## src/sv/joystick_autofire_hid_encoder_top_defines.svh

```systemverilog
// Assertion macros for the joystick encoder.
// Each macro takes a label, a condition and a consequence.
// The design must have a clk_i clock and an rst_ni reset in scope.
`ifndef JOYSTICK_AUTOFIRE_HID_ENCODER_TOP_DEFINES_SVH
`define JOYSTICK_AUTOFIRE_HID_ENCODER_TOP_DEFINES_SVH

`ifndef SYNTHESIS

// The consequence holds in the same cycle as the condition.
`define JAHE_ASSERT_SAME(lbl, pre, post) \
  lbl: assert property (@(posedge clk_i) disable iff (!rst_ni) (pre) |-> (post)) \
    else $error("jahe assertion failed");

// The consequence holds in the cycle after the condition.
`define JAHE_ASSERT_NEXT(lbl, pre, post) \
  lbl: assert property (@(posedge clk_i) disable iff (!rst_ni) (pre) |=> (post)) \
    else $error("jahe assertion failed");

`else

`define JAHE_ASSERT_SAME(lbl, pre, post)
`define JAHE_ASSERT_NEXT(lbl, pre, post)

`endif

`endif

```

## src/sv/jahe_pkg.sv

```systemverilog
package jahe_pkg;

  localparam int unsigned TickCounterBits = 16;
  localparam int unsigned CfgDataW        = 16;
  localparam int unsigned CfgAddrW        = 2;
  localparam int unsigned InDataW         = 24;
  localparam int unsigned OutDataW        = 24;

  typedef logic [TickCounterBits-1:0] tick_cnt_t;

  // register indices
  localparam logic [CfgAddrW-1:0] CfgRapidHalfPeriod = 2'd0;
  localparam logic [CfgAddrW-1:0] CfgSendPeriod      = 2'd1;

  localparam logic [CfgDataW-1:0] RapidHalfPeriodRst = 16'd40;
  localparam logic [CfgDataW-1:0] SendPeriodRst      = 16'd12;

  // hat codes
  localparam logic [3:0] HatUp        = 4'd0;
  localparam logic [3:0] HatUpRight   = 4'd1;
  localparam logic [3:0] HatRight     = 4'd2;
  localparam logic [3:0] HatDownRight = 4'd3;
  localparam logic [3:0] HatDown      = 4'd4;
  localparam logic [3:0] HatDownLeft  = 4'd5;
  localparam logic [3:0] HatLeft      = 4'd6;
  localparam logic [3:0] HatUpLeft    = 4'd7;
  localparam logic [3:0] HatNeutral   = 4'd8;

  typedef struct packed {
    logic [2:0] autofire;
    logic [2:0] fire;
    logic [3:0] dirs;
  } stick_t;

  // Active-low status: bits 0-3 directions, 4-6 fire after autofire gating.
  function automatic logic [6:0] status_bits(stick_t s, logic phase);
    logic [2:0] f;
    f = s.fire | (~s.autofire & {3{~phase}});
    return {f, s.dirs};
  endfunction

  // Diagonals win over single directions.
  function automatic logic [3:0] hat_from(logic [3:0] dirs_n);
    logic u, d, l, r;
    logic [3:0] hat;
    u = ~dirs_n[0];
    d = ~dirs_n[1];
    l = ~dirs_n[2];
    r = ~dirs_n[3];
    if (u && r)      hat = HatUpRight;
    else if (d && r) hat = HatDownRight;
    else if (d && l) hat = HatDownLeft;
    else if (u && l) hat = HatUpLeft;
    else if (u)      hat = HatUp;
    else if (r)      hat = HatRight;
    else if (d)      hat = HatDown;
    else if (l)      hat = HatLeft;
    else             hat = HatNeutral;
    return hat;
  endfunction

endpackage

```

## src/sv/joystick_autofire_hid_encoder_top.sv

```systemverilog
// Channel     | Dir | Handshake       | Payload
// s_axis      | in  | tvalid/tready   | one tick item: both sticks' sampled pins
// m_axis      | out | tvalid/tready   | status bytes and HID report
// cfg         | in  | cfg_we_i        | rapid_half_period (0), send_period (1)
//
// One item per cycle: an input register feeds a single pass of counter,
// gating and hat logic into the result register. An item that yields no
// result leaves the input register at once; one that yields a result waits
// only while the result register is full and stalled. Reset clears the
// counters, the phase and both valid flags and loads the period defaults.
`include "joystick_autofire_hid_encoder_top_defines.svh"

module joystick_autofire_hid_encoder_top (
  input  logic                           clk_i,
  input  logic                           rst_ni,
  // cfg
  input  logic                           cfg_we_i,
  input  logic [jahe_pkg::CfgAddrW-1:0]  cfg_addr_i,
  input  logic [jahe_pkg::CfgDataW-1:0]  cfg_wdata_i,
  // input ticks
  input  logic                           s_axis_tvalid_i,
  output logic                           s_axis_tready_o,
  // one_dirs[3:0], one_fire[6:4], one_autofire[9:7], two_dirs[13:10],
  // two_fire[16:14], two_autofire[19:17], zero pad [23:20]
  input  logic [jahe_pkg::InDataW-1:0]   s_axis_tdata_i,
  // results
  output logic                           m_axis_tvalid_o,
  input  logic                           m_axis_tready_i,
  // first_byte[6:0], second_byte[14:7], hid_report[21:15], zero pad [23:22]
  output logic [jahe_pkg::OutDataW-1:0]  m_axis_tdata_o
);
  import jahe_pkg::*;

  // config registers
  logic [CfgDataW-1:0] rapid_half_q, send_period_q;

  always_ff @(posedge clk_i or negedge rst_ni) begin
    if (!rst_ni) begin
      rapid_half_q  <= RapidHalfPeriodRst;
      send_period_q <= SendPeriodRst;
    end else if (cfg_we_i) begin
      unique case (cfg_addr_i)
        CfgRapidHalfPeriod: rapid_half_q  <= cfg_wdata_i;
        CfgSendPeriod:      send_period_q <= cfg_wdata_i;
        default: ;
      endcase
    end
  end

  // input register
  logic   in_valid_q;
  stick_t one_q, two_q;
  logic   step;   // item in the input register is processed this cycle
  logic   emit;   // that item produces a result

  assign s_axis_tready_o = !in_valid_q || step;

  always_ff @(posedge clk_i or negedge rst_ni) begin
    if (!rst_ni) in_valid_q <= 1'b0;
    else if (s_axis_tready_o) in_valid_q <= s_axis_tvalid_i;
  end

  always_ff @(posedge clk_i) begin
    if (s_axis_tvalid_i && s_axis_tready_o) begin
      one_q <= stick_t'(s_axis_tdata_i[9:0]);
      two_q <= stick_t'(s_axis_tdata_i[19:10]);
    end
  end

  // tick counters, saturating at all ones
  tick_cnt_t rapid_q, rapid_d, rapid_inc;
  tick_cnt_t send_q,  send_d,  send_inc;
  logic      phase_q, phase_d;
  logic      toggle;

  assign rapid_inc = (rapid_q == '1) ? rapid_q : rapid_q + tick_cnt_t'(1);
  assign send_inc  = (send_q == '1)  ? send_q  : send_q + tick_cnt_t'(1);
  assign toggle    = rapid_inc >= rapid_half_q;
  assign emit      = send_inc >= send_period_q;

  logic out_valid_q;
  assign step = in_valid_q && (!emit || !out_valid_q || m_axis_tready_i);

  always_comb begin
    rapid_d = rapid_q;
    send_d  = send_q;
    phase_d = phase_q;
    if (step) begin
      rapid_d = toggle ? '0 : rapid_inc;
      phase_d = phase_q ^ toggle;
      send_d  = emit ? '0 : send_inc;
    end
  end

  always_ff @(posedge clk_i or negedge rst_ni) begin
    if (!rst_ni) begin
      rapid_q <= '0;
      send_q  <= '0;
      phase_q <= 1'b0;
    end else begin
      rapid_q <= rapid_d;
      send_q  <= send_d;
      phase_q <= phase_d;
    end
  end

  // result payload, with the updated phase
  logic [6:0] st_one, st_two;
  logic [6:0] hid;
  assign st_one = status_bits(one_q, phase_d);
  assign st_two = status_bits(two_q, phase_d);
  assign hid    = {~st_one[6:4], hat_from(st_one[3:0])};

  logic [OutDataW-1:0] out_data_q;

  always_ff @(posedge clk_i or negedge rst_ni) begin
    if (!rst_ni) out_valid_q <= 1'b0;
    else if (step && emit) out_valid_q <= 1'b1;
    else if (m_axis_tready_i) out_valid_q <= 1'b0;
  end

  always_ff @(posedge clk_i) begin
    if (step && emit) out_data_q <= {2'b00, hid, 1'b1, st_two, st_one};
  end

  assign m_axis_tvalid_o = out_valid_q;
  assign m_axis_tdata_o  = out_data_q;

  // a held item never vanishes without being processed
  `JAHE_ASSERT_NEXT(a_held_item_stays, in_valid_q && !step, in_valid_q)
  // an emitting item always lands in the result register
  `JAHE_ASSERT_NEXT(a_emit_fills_out, step && emit, out_valid_q && send_q == '0)
  // the player two marker bit is always set in a pending result
  `JAHE_ASSERT_SAME(a_second_marker, out_valid_q, out_data_q[14])

endmodule

```

## config.mk

```make
export PLATFORM = sky130hd
export DESIGN_NAME = joystick_autofire_hid_encoder_top
export DESIGN_NICKNAME = d
export VERILOG_FILES = /design/src/sv/jahe_pkg.sv /design/src/sv/joystick_autofire_hid_encoder_top.sv
export VERILOG_INCLUDE_DIRS = /design/src /design/src/sv
export SDC_FILE = /design/constraint.sdc
export NUM_CORES = 1
export LEC_CHECK = 0
export BUFFER_PORTS_ARGS = -buffer_cell sky130_fd_sc_hd__buf_2
export CORE_MARGIN = 2
export CORE_UTILIZATION = 50
export DETAILED_ROUTE_END_ITERATION = 7
export PLACE_DENSITY_LB_ADDON = 0.08
export SYNTH_ARGS = -nofsm -noshare
export SYNTH_HDL_FRONTEND = slang
export SYNTH_SLANG_ARGS = --single-unit
export TNS_END_PERCENT = 5
```

## constraint.sdc

```tcl
create_clock -name clk_i -period 10.8 [get_ports clk_i]
set_input_delay 2.16 -clock clk_i [delete_from_list [all_inputs] [get_ports clk_i]]
set_output_delay 2.16 -clock clk_i [all_outputs]
set_load 0.02 [all_outputs]
```

### Word level (Yosys, flattened, before mapping)

Index checks and enable logic that the tools add are counted.

* input bits: 47
* logic and storage cells: 72
* register bits: 108
* output and inout bits: 26

* reduce and logical (&&, ||, !) cells: 20
* $lt $le $gt $ge: 2
* equal/unequal tests: 3
* multiplexer cells: 14
* bitwise gates (word level): 13
* $add $sub $neg: 2

Operators with widths (count)
* $mux W16: 4
* $add A16 B1 Y16 const B: 2
* $eq A16 B16 Y1 const B: 2
* $ge A16 B16 Y1: 2
* $mux W3: 5
* $not A3 Y3: 3
* $logic_and A1 B1 Y1: 7
* $reduce_or A7 Y1: 1
* $and A3 B3 Y3: 2
* $or A3 B3 Y3: 2
* $not A1 Y1: 5
* $mux W4: 1
* $reduce_and A2 Y1: 2
* $reduce_or A4 Y1: 1
* $logic_not A1 Y1: 3
* $logic_or A1 B1 Y1: 3
* $mux W1: 3
* $eq A2 B1 Y1 const B: 1
* $logic_not A2 Y1: 1
* $mux W2: 1
* $reduce_bool A2 Y1: 1
* $reduce_or A2 Y1: 1
* $xor A1 B1 Y1: 1

### Longest topological paths before layout

* depth after elaboration: 12
* depth in mapped cells: 15
* gate-level depth less buffers: 13

### Worst setup path after synthesis

OpenSTA, ideal clock, no wires.

* path kind: flip-flop to output port
* start point: reg send_q[0]
* end point: out s_axis_tready_o
* data arrival time: 2.829 ns
* required time: 8.640 ns
* path slack: 5.811 ns
* buffers on the path: 0
* cell stages (with the launch flop): 14
* path through: dfrtp_1 -> ha_1 -> nand3_1 -> nor3_4 -> a21boi_2 -> and3_1 -> xor2_1 -> ha_1 -> a21oi_1 -> nor3_1 -> nor3_1 -> and2_1 -> nand2_1 -> nand3_1

* longest elaborated chain between the ends: 8
* elaborated cells between the ends (all ways): 9
* classes of those cells: add/sub (1); order compare (1); eq/ne (1); mux (1); reduce/logical (5)

Ends and longest elaborated chain
* start, declared: RTL line joystick_autofire_hid_encoder_top.sv:72 `tick_cnt_t send_q, send_d, send_inc;`
* start signal, assigned: RTL line joystick_autofire_hid_encoder_top.sv:102 `send_q <= send_d;`
* $add A16 B1 Y16 or $eq A16 B16 Y1 (tied branches): RTL line joystick_autofire_hid_encoder_top.sv:77 `assign send_inc = (send_q == '1) ? send_q : send_q + tick_cnt_t'(1);`
* $mux W16 (*): RTL line joystick_autofire_hid_encoder_top.sv:77
* $ge A16 B16 Y1 (*): RTL line joystick_autofire_hid_encoder_top.sv:79 `assign emit = send_inc >= send_period_q;`
* $logic_not A1 Y1 (*): RTL line joystick_autofire_hid_encoder_top.sv:82 `assign step = in_valid_q && (!emit || !out_valid_q || m_axis_tready_i);`
* $logic_or A1 B1 Y1 (*) (2 in series): RTL line joystick_autofire_hid_encoder_top.sv:82
* $logic_and A1 B1 Y1 (*): RTL line joystick_autofire_hid_encoder_top.sv:82
* $logic_or A1 B1 Y1 (*): RTL line joystick_autofire_hid_encoder_top.sv:56 `assign s_axis_tready_o = !in_valid_q || step;`
* end, declared: RTL line joystick_autofire_hid_encoder_top.sv:22 `output logic s_axis_tready_o,`

Mark *: on every way between the ends. The rest lies on a longest branch, timed or not.

### Worst setup path in the final report

Ends and elaborated chain as after synthesis.

==> impl_metrics.prom <==
# TYPE chip_impl_metric gauge
chip_impl_metric{name="cts_repair_resizes",unit=""} 0
chip_impl_metric{name="ir_drop",unit="uV"} 151
chip_impl_metric{name="floorplan.core_area",unit="sq um"} 11000
chip_impl_metric{name="drt_iter0_drc",unit=""} 252
chip_impl_metric{name="floorplan.die_area",unit="sq um"} 12300
chip_impl_info{name="tritoncts",value="yes"} 1
chip_impl_metric{name="fin_tns_setup",unit="ps"} 0
chip_impl_info{name="clock-root-buffer",value="clkbuf_16"} 1
chip_impl_info{name="synth_ff_type",value="dfrtp_1"} 1
chip_impl_metric{name="first_global_vias",unit=""} 3983
chip_impl_metric{name="timing_hold_violations_final",unit=""} 0
chip_impl_metric{name="reg2reg_slack",unit="ps"} 6220
chip_impl_metric{name="share_of_post_route_cells_with_drive_strength_above_1",unit=""} 0.218
chip_impl_info{name="outcome",value="complete, no violations"} 1
chip_impl_metric{name="vias",unit=""} 4080
chip_impl_info{name="r2r_end",value="m_axis_tdata_o[3]$_DFFE_PP_"} 1
chip_impl_info{name="critPathLaunchType",value="flop"} 1
chip_impl_metric{name="synthToLayoutAreaGrowth",unit="%"} 13.5
chip_impl_metric{name="yosys.cell_types.count",unit=""} 59
chip_impl_metric{name="antenna_cells",unit=""} 0
chip_impl_metric{name="met3_wirelength",unit="microns"} 449
chip_impl_metric{name="last_weighted_congestion_value_of_the_routability_driven_placer",unit=""} 0.806
chip_impl_metric{name="drt-total-wl",unit="microns"} 11200
chip_impl_metric{name="route.met2.wl",unit="microns"} 5500
chip_impl_info{name="highest-signal-layer",value="met4"} 1
chip_impl_info{name="crit_type",value="reg2out"} 1
chip_impl_metric{name="critical_path_arrival",unit="ps"} 3970
chip_impl_metric{name="timing.fmax",unit="MHz"} 163
chip_impl_metric{name="min_delay_path_depth",unit=""} 0
chip_impl_metric{name="grt_max_degree",unit=""} 68
chip_impl_info{name="holdCritStartpoint",value="st_two[2]$_DFFE_PP_"} 1
chip_impl_metric{name="postSynthAreaPerCell",unit="sq um"} 10.7
chip_impl_metric{name="fin_skew",unit="ps"} 11.5
chip_impl_metric{name="detail_route.first_pass.iterations",unit=""} 4
chip_impl_metric{name="synthesis.yosys.warnings",unit=""} 0
chip_impl_info{name="whs_endpoint",value="m_axis_tdata_o[9]$_DFFE_PP_"} 1
chip_impl_metric{name="die-width",unit="microns"} 111
chip_impl_metric{name="critical_path.max_fanout",unit=""} 7
chip_impl_metric{name="postSynthRegisterBits",unit=""} 108
chip_impl_metric{name="wire_length_of_the_first_global_routing_pass",unit="microns"} 19200
chip_impl_metric{name="min_period_over_period",unit=""} 0.567
chip_impl_metric{name="slew_headroom",unit=""} 0.155
chip_impl_metric{name="total_number_of_h_tree_levels",unit=""} 3
chip_impl_metric{name="drc",unit=""} 0
chip_impl_metric{name="detailedPlacementHpwl",unit="microns"} 8090
chip_impl_metric{name="setup_viol",unit=""} 0
chip_impl_metric{name="numClockSinks",unit=""} 108
chip_impl_metric{name="layout_setup_ws",unit="ps"} 4670
chip_impl_info{name="layout_common_cells",value="65 x buf_2, 63 x dfrtp_1, 52 x nand2_1"} 1
chip_impl_metric{name="die_height",unit="microns"} 111
chip_impl_info{name="reg2reg_from",value="send_q[0]$_DFFE_PN0N_"} 1
chip_impl_metric{name="clk_latency",unit="ps"} 360
chip_impl_metric{name="critPathRequiredTime",unit="ps"} 8640
chip_impl_metric{name="syn_area",unit="sq um"} 5690
chip_impl_metric{name="seq_area_frac_synth",unit=""} 0.512
chip_impl_info{name="grt_setup_unrepaired",value="false"} 1
chip_impl_metric{name="total_of_buffers_placed_on_input_and_output_ports",unit=""} 65
chip_impl_metric{name="synth-edff-count",unit=""} 41
chip_impl_metric{name="cellPowerDensity",unit="nW/um^2"} 176
chip_impl_metric{name="num-nets-final",unit=""} 673
chip_impl_metric{name="cts_buffers",unit=""} 9
chip_impl_metric{name="grt.total_usage",unit=""} 0.193
chip_impl_metric{name="initial_utilization",unit=""} 0.518
chip_impl_metric{name="ff2ff_path_depth",unit=""} 13
chip_impl_metric{name="postSynth.asyncResetShare",unit=""} 0.620
chip_impl_metric{name="place_worst_setup_slack",unit="ps"} 5150
chip_impl_metric{name="number_of_buffers_inserted_by_post_cts_setup_repair",unit=""} 0
chip_impl_metric{name="clk_path_buf_depth",unit=""} 2
chip_impl_info{name="timing.critical_path.to_type",value="primary output"} 1
chip_impl_metric{name="initial_antenna_violation_count",unit=""} 0
chip_impl_metric{name="vias_per_cell",unit=""} 5.54
chip_impl_metric{name="routedLengthMet1",unit="microns"} 5070
chip_impl_metric{name="post_detailed_route_count_of_antenna_violating_nets",unit=""} 0
chip_impl_metric{name="max_slew.worst_pin.slew",unit="ps"} 1270
chip_impl_metric{name="hold_buffers",unit=""} 0
chip_impl_metric{name="wl_per_cell",unit="microns"} 15.3
chip_impl_metric{name="global_route.overflow_total",unit=""} 0
chip_impl_info{name="hold_class",value="reg2reg"} 1
chip_impl_metric{name="syn-instance-count",unit=""} 531
chip_impl_metric{name="static_leakage",unit="nW"} 2.90
chip_impl_metric{name="final-max-slew-violation-count",unit=""} 0
chip_impl_metric{name="final_critical_period",unit="ps"} 6130
chip_impl_metric{name="std_cell_rows",unit=""} 38
chip_impl_metric{name="clk_pin_slew",unit="ps"} 80
chip_impl_metric{name="max_cap_violations",unit=""} 0
chip_impl_info{name="layout_commonest_cell",value="buf_2"} 1
chip_impl_metric{name="num_io_pins",unit=""} 73
==> report_power, final <==
part	switching, mW	internal, mW
registers	0.0484	0.483
clock network	0.165	0.188
logic	0.142	0.114
total	0.355	0.784
==> state kept, by name (all words and copies together), names as in the netlist <==
| name | count |
|---|---|
| in_valid_q | 1 |
| m_axis_tdata_o | 21 |
| m_axis_tvalid_o | 1 |
| one_q | 10 |
| phase_q | 1 |
| rapid_half_q | 16 |
| rapid_q | 16 |
| send_period_q | 16 |
| send_q | 16 |
| st_two | 4 |
| two_q | 6 |
==> synth_stat cells (all sizes together), types with 4 or more instances <==
| master | number | area share |
|---|---|---|
| nand2b | 5 | 0.0055 |
| ha | 34 | 0.075 |
| xor2 | 9 | 0.014 |
| o21a | 5 | 0.0066 |
| a22o | 11 | 0.017 |
| nor4 | 7 | 0.0099 |
| clkbuf | 7 | 0.0048 |
| dfrtp | 63 | 0.28 |
| xnor2 | 12 | 0.018 |
| mux2 | 21 | 0.042 |
| dfstp | 4 | 0.018 |
| a31oi | 12 | 0.014 |
| nor2 | 26 | 0.018 |
| a21o | 4 | 0.0053 |
| o31a | 4 | 0.0062 |
| and3 | 6 | 0.0066 |
| buf | 13 | 0.015 |
| a211oi | 5 | 0.0066 |
| a21oi | 27 | 0.024 |
| and4 | 5 | 0.0077 |
| edfxtp | 41 | 0.22 |
| o31ai | 8 | 0.011 |
| inv | 46 | 0.030 |
| nand4 | 8 | 0.011 |
| nand2 | 53 | 0.035 |
| nor3 | 11 | 0.015 |
| nand3 | 18 | 0.016 |
| o21ai | 38 | 0.035 |
==> cell families (layout without fill, tap and decap cells) <==
| family | count (synthesis) | count (layout) | share of synthesized area |
|---|---|---|---|
| adders and majority gates | 34 | 34 | 0.0747 |
| other | 2 | 3 | 0.00132 |
| DFF | 108 | 108 | 0.512 |
| buffers and inverters | 66 | 131 | 0.0497 |
| muxes | 23 | 23 | 0.0451 |
| and+or+nand+nor | 153 | 153 | 0.143 |
| AOI/OAI and AO/OA | 124 | 124 | 0.142 |
| xor gates and xnor gates | 21 | 21 | 0.0323 |
==> worst max-delay path by stage <==
stage / from / to / slack (ps) / cells after the start
after CTS: send_q[0]$_DFFE_PN0N_ / s_axis_tready_o / 4730 / 14
after global routing: send_q[0]$_DFFE_PN0N_ / s_axis_tready_o / 4500 / 14
after global placement: send_q[0]$_DFFE_PN0N_ / s_axis_tready_o / 5150 / 14
final: send_q[0]$_DFFE_PN0N_ / s_axis_tready_o / 4670 / 14
after detailed placement: send_q[0]$_DFFE_PN0N_ / s_axis_tready_o / 5150 / 14
after floorplan: send_q[0]$_DFFE_PN0N_ / s_axis_tready_o / 5810 / 13
==> per-stage QoR <==
step	std cells	power [mW]	instance area, sq um	util	hold WS (ps)
global route	737	1.21	6460	0.588	433
floorplan	532	0.727	5700	-	400
detailed placement	721	0.795	6130	0.558	405
CTS	737	1.15	6460	0.588	423
global placement	721	0.784	6130	0.558	400
finish	737	1.14	6460	0.588	422
==> worst max-delay path, cell delays in order, from the launching register on <==
cell and delay, ps:
dfrtp_1 450, ha_1 240, nand3_1 220, nor3_4 360
a21boi_2 170, and3_1 250, xor2_1 160, ha_1 310
nand2_1 80, nor3_2 340, nand4b_1 340, and2_1 300
nand2_1 140, nand3_1 90, buf_2 180
==> cell type report <==
class	instances	area, sq um
Timing Repair Buffer	69	355
Sequential cell	108	2910
Inverter	46	173
Clock inverter	7	103
Tap cell	140	175
Fill cell	923	4520
Multi-Input combinational cell	358	2520
Clock buffer	9	225
==> per-layer routing <==
layer,GRT usage,up-vias
met1,0.255,1954
met4,0.0600,0
met2,0.318,73
met5,0,-
li1,-,2036
met3,0.0465,17
Power figures use the tool's default switching activity.
